## config.mk

```make
export PLATFORM = sky130hd
export DESIGN_NAME = speed_frame_receiver_link_watchdog
export DESIGN_NICKNAME = d
export VERILOG_FILES = /design/src/design/sfrlw_pkg.sv /design/src/design/speed_frame_receiver_link_watchdog.sv /design/src/design/sfrlw_frame.sv
export SDC_FILE = /design/constraint.sdc
export NUM_CORES = 1
export LEC_CHECK = 0
export BUFFER_PORTS_ARGS = -buffer_cell sky130_fd_sc_hd__buf_2
export CAP_MARGIN = 20
export CORE_MARGIN = 2
export CORE_UTILIZATION = 50
export CTS_BUF_LIST = sky130_fd_sc_hd__clkbuf_8
export CTS_CLUSTER_DIAMETER = 120
export DETAILED_ROUTE_END_ITERATION = 16
export GPL_ROUTABILITY_DRIVEN = 1
export PLACE_DENSITY = 0.68
export SYNTH_ARGS = -nofsm -noshare
export SYNTH_HDL_FRONTEND = slang
export SYNTH_HIERARCHICAL = 1
export SYNTH_SLANG_ARGS = --single-unit
```

## constraint.sdc

```tcl
create_clock -name i_clk -period 6.6 [get_ports i_clk]
set_input_delay 0.66 -clock i_clk [delete_from_list [all_inputs] [get_ports i_clk]]
set_output_delay 0.66 -clock i_clk [all_outputs]
set_load 0.02 [all_outputs]
```

## src/design/sfrlw_pkg.sv

```systemverilog
package sfrlw_pkg;

    localparam logic [7:0] FRAME_HEAD = 8'hA5;
    localparam logic [7:0] SPEED_FUNC = 8'h02;
    localparam int unsigned FRAME_LEN = 7;

    // Position of the checksum byte within a frame.
    localparam logic [2:0] SUM_POS = 3'(FRAME_LEN - 1);

    localparam logic [1:0] FS_NONE    = 2'd0;
    localparam logic [1:0] FS_GOOD    = 2'd1;
    localparam logic [1:0] FS_BAD_SUM = 2'd2;
    localparam logic [1:0] FS_FOREIGN = 2'd3;

    localparam logic [1:0] CFG_LINK_TIMEOUT   = 2'd0;
    localparam logic [1:0] CFG_REQUEST_PERIOD = 2'd1;
    localparam logic [1:0] CFG_NEGATE_A       = 2'd2;
    localparam logic [1:0] CFG_NEGATE_B       = 2'd3;

    localparam logic [15:0] LINK_TIMEOUT_RST   = 16'd100;
    localparam logic [15:0] REQUEST_PERIOD_RST = 16'd10;

    // What the frame parser reports for the byte now at its input.
    typedef struct packed {
        logic [1:0]  status;
        logic [15:0] speed_a;
        logic [15:0] speed_b;
    } t_frame_evt;

endpackage

```

## src/design/speed_frame_receiver_link_watchdog.sv

```systemverilog
// Receives serial bytes and 1 ms ticks on one input stream (tuser[0] set marks a
// tick) and returns exactly one result item per input item, one item per clock
// when the output side keeps up; the result sits in a single output register.
// Bytes are gathered into 7-byte frames starting on 0xA5 with an 8-bit additive
// checksum; a good frame with function byte 0x02 loads both wheel speeds
// (big-endian, optionally negated). Each tick ages the link watchdog and steps
// the speed-request timer. The user must write configuration through the plain
// write port only while the stream is idle; the block does not enforce this.
module speed_frame_receiver_link_watchdog (
    input  logic        i_clk,
    input  logic        i_rst_n,
    input  logic        s_axis_tvalid,
    output logic        s_axis_tready,
    input  logic [7:0]  s_axis_tdata,   // [7:0] rx_byte
    input  logic [0:0]  s_axis_tuser,   // [0] cmd
    output logic        m_axis_tvalid,
    input  logic        m_axis_tready,
    // [15:0] speed_a, [31:16] speed_b, [33:32] frame_status, [34] link_lost,
    // [35] send_request, [39:36] zero
    output logic [39:0] m_axis_tdata,
    input  logic        i_cfg_we,
    input  logic [1:0]  i_cfg_index,
    input  logic [15:0] i_cfg_data
);
    import sfrlw_pkg::*;

    logic [15:0] r_link_timeout;
    logic [15:0] r_request_period;
    logic        r_neg_a;
    logic        r_neg_b;

    logic [15:0] r_speed_a;
    logic [15:0] n_speed_a;
    logic [15:0] r_speed_b;
    logic [15:0] n_speed_b;
    logic        r_frame_since_tick;
    logic        n_frame_since_tick;
    logic [15:0] r_link_age;
    logic [15:0] n_link_age;
    logic [15:0] r_request_age;
    logic [15:0] n_request_age;
    logic [1:0]  n_status;
    logic        n_fire;

    logic        r_out_valid;
    logic [39:0] r_out_data;

    logic        w_accept;
    logic        w_tick;
    t_frame_evt  w_evt;

    assign s_axis_tready = !r_out_valid || m_axis_tready;
    assign w_accept      = s_axis_tvalid && s_axis_tready;
    assign w_tick        = s_axis_tuser[0];

    sfrlw_frame u_frame (
        .i_clk   (i_clk),
        .i_rst_n (i_rst_n),
        .i_take  (w_accept && !w_tick),
        .i_byte  (s_axis_tdata),
        .i_neg_a (r_neg_a),
        .i_neg_b (r_neg_b),
        .o_evt   (w_evt)
    );

    always_comb begin
        n_speed_a          = r_speed_a;
        n_speed_b          = r_speed_b;
        n_frame_since_tick = r_frame_since_tick;
        n_link_age         = r_link_age;
        n_request_age      = r_request_age;
        n_status           = FS_NONE;
        n_fire             = 1'b0;
        if (w_tick) begin
            if (r_frame_since_tick) begin
                n_frame_since_tick = 1'b0;
                n_link_age         = '0;
            end else if (r_link_age < r_link_timeout) begin
                n_link_age = r_link_age + 16'd1;
            end
            if (r_request_age < r_request_period) begin
                n_request_age = r_request_age + 16'd1;
            end else begin
                n_request_age = '0;
                n_fire        = 1'b1;
            end
        end else begin
            n_status = w_evt.status;
            if (w_evt.status == FS_GOOD) begin
                n_speed_a          = w_evt.speed_a;
                n_speed_b          = w_evt.speed_b;
                n_frame_since_tick = 1'b1;
            end
        end
    end

    always_ff @(posedge i_clk) begin
        if (!i_rst_n) begin
            r_link_timeout   <= LINK_TIMEOUT_RST;
            r_request_period <= REQUEST_PERIOD_RST;
            r_neg_a          <= 1'b0;
            r_neg_b          <= 1'b0;
        end else if (i_cfg_we) begin
            case (i_cfg_index)
                CFG_LINK_TIMEOUT:   r_link_timeout   <= i_cfg_data;
                CFG_REQUEST_PERIOD: r_request_period <= i_cfg_data;
                CFG_NEGATE_A:       r_neg_a          <= i_cfg_data[0];
                CFG_NEGATE_B:       r_neg_b          <= i_cfg_data[0];
                default: begin
                end
            endcase
        end
    end

    always_ff @(posedge i_clk) begin
        if (!i_rst_n) begin
            r_speed_a          <= '0;
            r_speed_b          <= '0;
            r_frame_since_tick <= 1'b0;
            r_link_age         <= LINK_TIMEOUT_RST;
            r_request_age      <= '0;
        end else if (w_accept) begin
            r_speed_a          <= n_speed_a;
            r_speed_b          <= n_speed_b;
            r_frame_since_tick <= n_frame_since_tick;
            r_link_age         <= n_link_age;
            r_request_age      <= n_request_age;
        end
    end

    always_ff @(posedge i_clk) begin
        if (!i_rst_n) begin
            r_out_valid <= 1'b0;
        end else if (w_accept) begin
            r_out_valid <= 1'b1;
        end else if (m_axis_tready) begin
            r_out_valid <= 1'b0;
        end
    end

    always_ff @(posedge i_clk) begin
        if (w_accept) begin
            r_out_data <= {4'd0, n_fire, (n_link_age >= r_link_timeout), n_status,
                           n_speed_b, n_speed_a};
        end
    end

    assign m_axis_tvalid = r_out_valid;
    assign m_axis_tdata  = r_out_data;

`ifndef SYNTHESIS
    a_ready_when_empty: assert property (@(posedge i_clk) disable iff (!i_rst_n)
        !r_out_valid |-> s_axis_tready)
        else $error("input stalled with the output register empty");

    a_request_not_on_frame: assert property (@(posedge i_clk) disable iff (!i_rst_n)
        r_out_valid |-> !(r_out_data[35] && r_out_data[33:32] != FS_NONE))
        else $error("speed request and frame status in the same item");

    a_fed_tick_clears_age: assert property (@(posedge i_clk) disable iff (!i_rst_n)
        (w_accept && w_tick && r_frame_since_tick) |=> (r_link_age == '0))
        else $error("link age not cleared after a fed tick");

    a_good_frame_feeds: assert property (@(posedge i_clk) disable iff (!i_rst_n)
        (w_accept && !w_tick && w_evt.status == FS_GOOD) |=> r_frame_since_tick)
        else $error("good speed frame did not feed the watchdog");
`endif

endmodule

```

## src/design/sfrlw_frame.sv

```systemverilog
module sfrlw_frame (
    input  logic                i_clk,
    input  logic                i_rst_n,
    input  logic                i_take,
    input  logic [7:0]          i_byte,
    input  logic                i_neg_a,
    input  logic                i_neg_b,
    output sfrlw_pkg::t_frame_evt o_evt
);
    import sfrlw_pkg::*;

    logic [2:0] r_count;
    logic [2:0] n_count;
    logic [7:0] r_sum;
    logic [7:0] n_sum;
    logic [7:0] r_frame [1:5];
    logic       w_store;
    logic [15:0] w_raw_a;
    logic [15:0] w_raw_b;

    assign w_raw_a = {r_frame[2], r_frame[3]};
    assign w_raw_b = {r_frame[4], r_frame[5]};

    always_comb begin
        n_count = r_count;
        n_sum   = r_sum;
        w_store = 1'b0;
        o_evt.status  = FS_NONE;
        o_evt.speed_a = i_neg_a ? 16'(16'd0 - w_raw_a) : w_raw_a;
        o_evt.speed_b = i_neg_b ? 16'(16'd0 - w_raw_b) : w_raw_b;
        if (r_count == SUM_POS) begin
            n_count = '0;
            n_sum   = '0;
            if (r_sum != i_byte) begin
                o_evt.status = FS_BAD_SUM;
            end else if (r_frame[1] != SPEED_FUNC) begin
                o_evt.status = FS_FOREIGN;
            end else begin
                o_evt.status = FS_GOOD;
            end
        end else if (r_count != '0 || i_byte == FRAME_HEAD) begin
            w_store = 1'b1;
            n_count = r_count + 3'd1;
            n_sum   = r_sum + i_byte;
        end
    end

    always_ff @(posedge i_clk) begin
        if (!i_rst_n) begin
            r_count <= '0;
            r_sum   <= '0;
        end else if (i_take) begin
            r_count <= n_count;
            r_sum   <= n_sum;
        end
    end

    // The head byte itself is never read back, so it is not kept.
    always_ff @(posedge i_clk) begin
        if (i_take && w_store && r_count != '0) begin
            r_frame[r_count] <= i_byte;
        end
    end

`ifndef SYNTHESIS
    a_count_range: assert property (@(posedge i_clk) disable iff (!i_rst_n)
        r_count <= SUM_POS)
        else $error("frame byte count beyond the checksum position");

    a_sum_clears: assert property (@(posedge i_clk) disable iff (!i_rst_n)
        (r_count == '0) |-> (r_sum == '0))
        else $error("running sum not cleared between frames");
`endif

endmodule
```

==> flow_summary_export.csv <==
group,metric,value,unit
floorplan,die-width,142,um
critical_path,r2r.worst_path.cells,15,
global_route,overflow,0,
detailed_routing,avgRoutedWirePerCell,15.6,um
timing,worstMarginPinSlew,1.06,ns
global_route,grtUsageMet3,4.04,%
detailed_routing,drtAntennaViolNets,0,
global_route,grt_usage,20.7,%
detailed_routing,drtIter0Drc,593,
yosys,synth-compound-area-share,11.9,%
floorplan,start_util,51.0,%
yosys,yosysTopAreaCellShare,23.9,%
detailed_routing,vias,7042,
clocking,numCtsBuffers,17,
yosys,synth_edf_count,76,
global_route,grtUsageMet1,30.4,%
clocking,postCtsHoldBufs,0,
cells_and_area,final_util,55.7,%
clocking,insertion_delay,0.46,ns
yosys,synth_top_family_by_area,"simple AND/OR/NAND/NOR gates",
timing,hold_violations,0,
clocking,post-cts-setup-buffers,0,
critical_path,end_kind,"register",
cells_and_area,drive_above_1_share,14.7,%
cells_and_area,areaGrowthSynthToFinish,9.18,%
cells_and_area,nNetsFinal,1136,
timing,finalWorstSetupSlack,2.72,ns
floorplan,coreArea,18700,um2
detailed_routing,vias_per_cell,5.45,
yosys,syn_inst,996,
yosys,synthAdderAreaFrac,7.69,%
yosys,synthDistinctLibCells,68,
place,globalplace.congestion,0.835,
flow_run,maxCapViolCount,0,
yosys,synth.area.mux_share,4.20,%
critical_path,critPathMaxFanout,13,
power_and_ir_drop,ir_worst_vdd,0.000163,V
place,place_hpwl,14000,um
cells_and_area,final_common_cell,"dfxtp_1",
yosys,synthSimpleGateAreaFrac,19.7,%
timing,finalSetupViolCount,0,
yosys,yosys-top-cells-area,"edfxtp_1 24%, dfxtp_1 23%, ha_1 7.5%",
floorplan,fp-row-count,50,
power_and_ir_drop,leakagePower,4.05,nW
clocking,clkSinkCount,187,
clocking,clk_pin_slew,0.10,ns
critical_path,crit_start,"r_link_timeout[13]",
yosys,synth_flop_cell,"dfxtp_1",
critical_path,arrival,4.08,ns
clocking,htreeDepth,4,
hold_path,hold_class,"input port to register",
hold_path,hold_end,"r_request_period[14]",
critical_path,regToRegStartpoint,"r_link_timeout[13]",
timing,final.period_utilization,58.7,%
critical_path,r2r_slack,2.72,ns
global_route,grtUsageMet2,31.6,%
timing,rsz0062_at_grt,"false",
hold_path,min_path_cells,3,
hold_path,hp-start,"i_cfg_data[14]",
yosys,ys_warn_count,6,
cells_and_area,antenna_cells,0,
yosys,avgSynthCellArea,9.58,um2
cells_and_area,most-common-layout-cells,"111 x dfxtp_1, 107 x nor2_1, 99 x nand2_1",
yosys,yosysTopAreaCell,"edfxtp_1",
clocking,cts_buffer_depth,2,
floorplan,num_io_pins,74,
yosys,async_flop_share,0,%
critical_path,worstSetupStartpointType,"register",
clocking,cts_tree,"built",
timing,fin_crit,3.88,ns
global_route,first_global_vias,6555,
place,port_buffers,69,
timing,fin_worst_skew,0.0210,ns
critical_path,worstSetupPathType,"register to register",
detailed_routing,remaining_drc_errors,0,
cells_and_area,num-fill-cells,1654,
timing,max_freq,258,MHz
critical_path,worstPathRequired,6.80,ns
yosys,synthXorXnorAreaFrac,5.05,%
power_and_ir_drop,powerDensity,215,nW/um2
detailed_routing,routed_wl,20200,um
floorplan,die_h,142,um
global_route,grt_max_degree,68,
global_route,antenna_found_initial,0,
yosys,ys_seq_area_share,47.2,%
global_route,busiest_layer,"met2",
timing,slew_viol_final,0,
global_route,grt_pass1_wl,33400,um
critical_path,reg2reg_to,"m_axis_tdata[34]",
clocking,clock-root-buffer,"clkbuf_8",
place,place_ws,2.79,ns
run_status,status,"finished clean",
timing,slew_headroom,29.1,%
floorplan,dieArea,20200,um2
clocking,ctsResizeCount,0,
yosys,ys_seq_elements,187,
yosys,synth_area,9540,um2
detailed_routing,first_pass_iters,7,
timing,finalSetupTns,0,ns
worst max-delay path: stages, from the launching register on:
cell      delay, ns
dfxtp_1        0.35
inv_1          0.06
ha_1           0.30
a211oi_1       0.23
o221ai_1       0.20
a41oi_2        0.56
and2_1         0.29
and3_1         0.17
o21ai_0        0.08
ha_1           0.28
nand2b_1       0.14
a21o_1         0.17
a21o_1         0.17
a21o_1         0.17
a211oi_1       0.30
o21ai_0        0.13
through the flow:
| stage | power, mW | hold slack, ns | cells | cell area (um2) |
|---|---|---|---|---|
| finish | 2.24 | 0.444 | 1293 | 10400 |
| global route | 2.34 | 0.428 | 1293 | 10400 |
| CTS | 2.26 | 0.407 | 1292 | 10400 |
| detailed placement | 1.52 | 0.448 | 1260 | 10000 |
| global placement | 1.52 | 0.442 | 1260 | 10000 |
| floorplan | 1.45 | 0.436 | 999 | 9550 |
final cells by class:
type                       count  area, um2  share of cell area (%)
sequential                   187       4500                    43.2
timing repair buffer          77        403                    3.87
tap                          234        293                    2.81
clock buffer                  18        248                    2.38
inverter                      49        184                    1.77
multi-input combinational    714       4660                    44.7
clock inverter                14        129                    1.24
synth_stat cells, types with 16 or more instances:
library cell  number
a21o_1            16
a21oi_1           64
clkbuf_1          30
dfxtp_1          111
edfxtp_1          76
ha_1              57
inv_1             49
mux2_2            32
nand2_1           99
nand3_1           28
nand4_1           17
nor2_1           107
nor3_1            40
o21ai_0           41
or3_1             19
xnor2_1           40
how the worst max path moves through the flow:
stage                       endpoint  slack (ns)  depth (start not counted)
floorplan           m_axis_tdata[34]        3.28                         16
finish              m_axis_tdata[34]        2.72                         15
global placement    m_axis_tdata[34]        2.82                         14
global route        m_axis_tdata[34]        2.45                         14
CTS                 m_axis_tdata[34]        2.76                         15
detailed placement  m_axis_tdata[34]        2.79                         14
per-layer routing:
layer  routed length (um)  vias up
met1                10600     3284
li1                     -     3628
met3                  717       11
met4                  178        0
met5                    0        -
met2                 8740      119
where the power goes:
| part | total, mW | internal, mW | leakage (nW) | switching [mW] |
|---|---|---|---|---|
| registers | 1.26 | 1.24 | 1.63 | 0.0192 |
| clock network | 0.745 | 0.318 | 0.203 | 0.427 |
| logic | 0.232 | 0.0836 | 2.22 | 0.148 |
| total | 2.24 | 1.65 | 4.05 | 0.595 |
registers in the layout, summed over array words and instances, names as in the netlist, 8 cells and up:
register,count
r_speed_a,16
r_request_period,16
r_request_age,16
u_frame/r_frame,40
m_axis_tdata,36
r_link_timeout,16
r_link_age,16
u_frame/r_sum,8
r_speed_b,16
kinds of logic (layout without fill, tap and decap cells):
| kind of cell | Yosys count | count (layout) |
|---|---|---|
| muxes | 36 | 36 |
| adders and majority gates | 58 | 58 |
| and+or+nand+nor | 385 | 385 |
| buffers and inverters | 98 | 158 |
| other | 1 | 4 |
| DFF | 187 | 187 |
| xor gates and xnor gates | 55 | 55 |
| AOI/OAI and AO/OA | 176 | 176 |
Power figures use the tool's default switching activity.
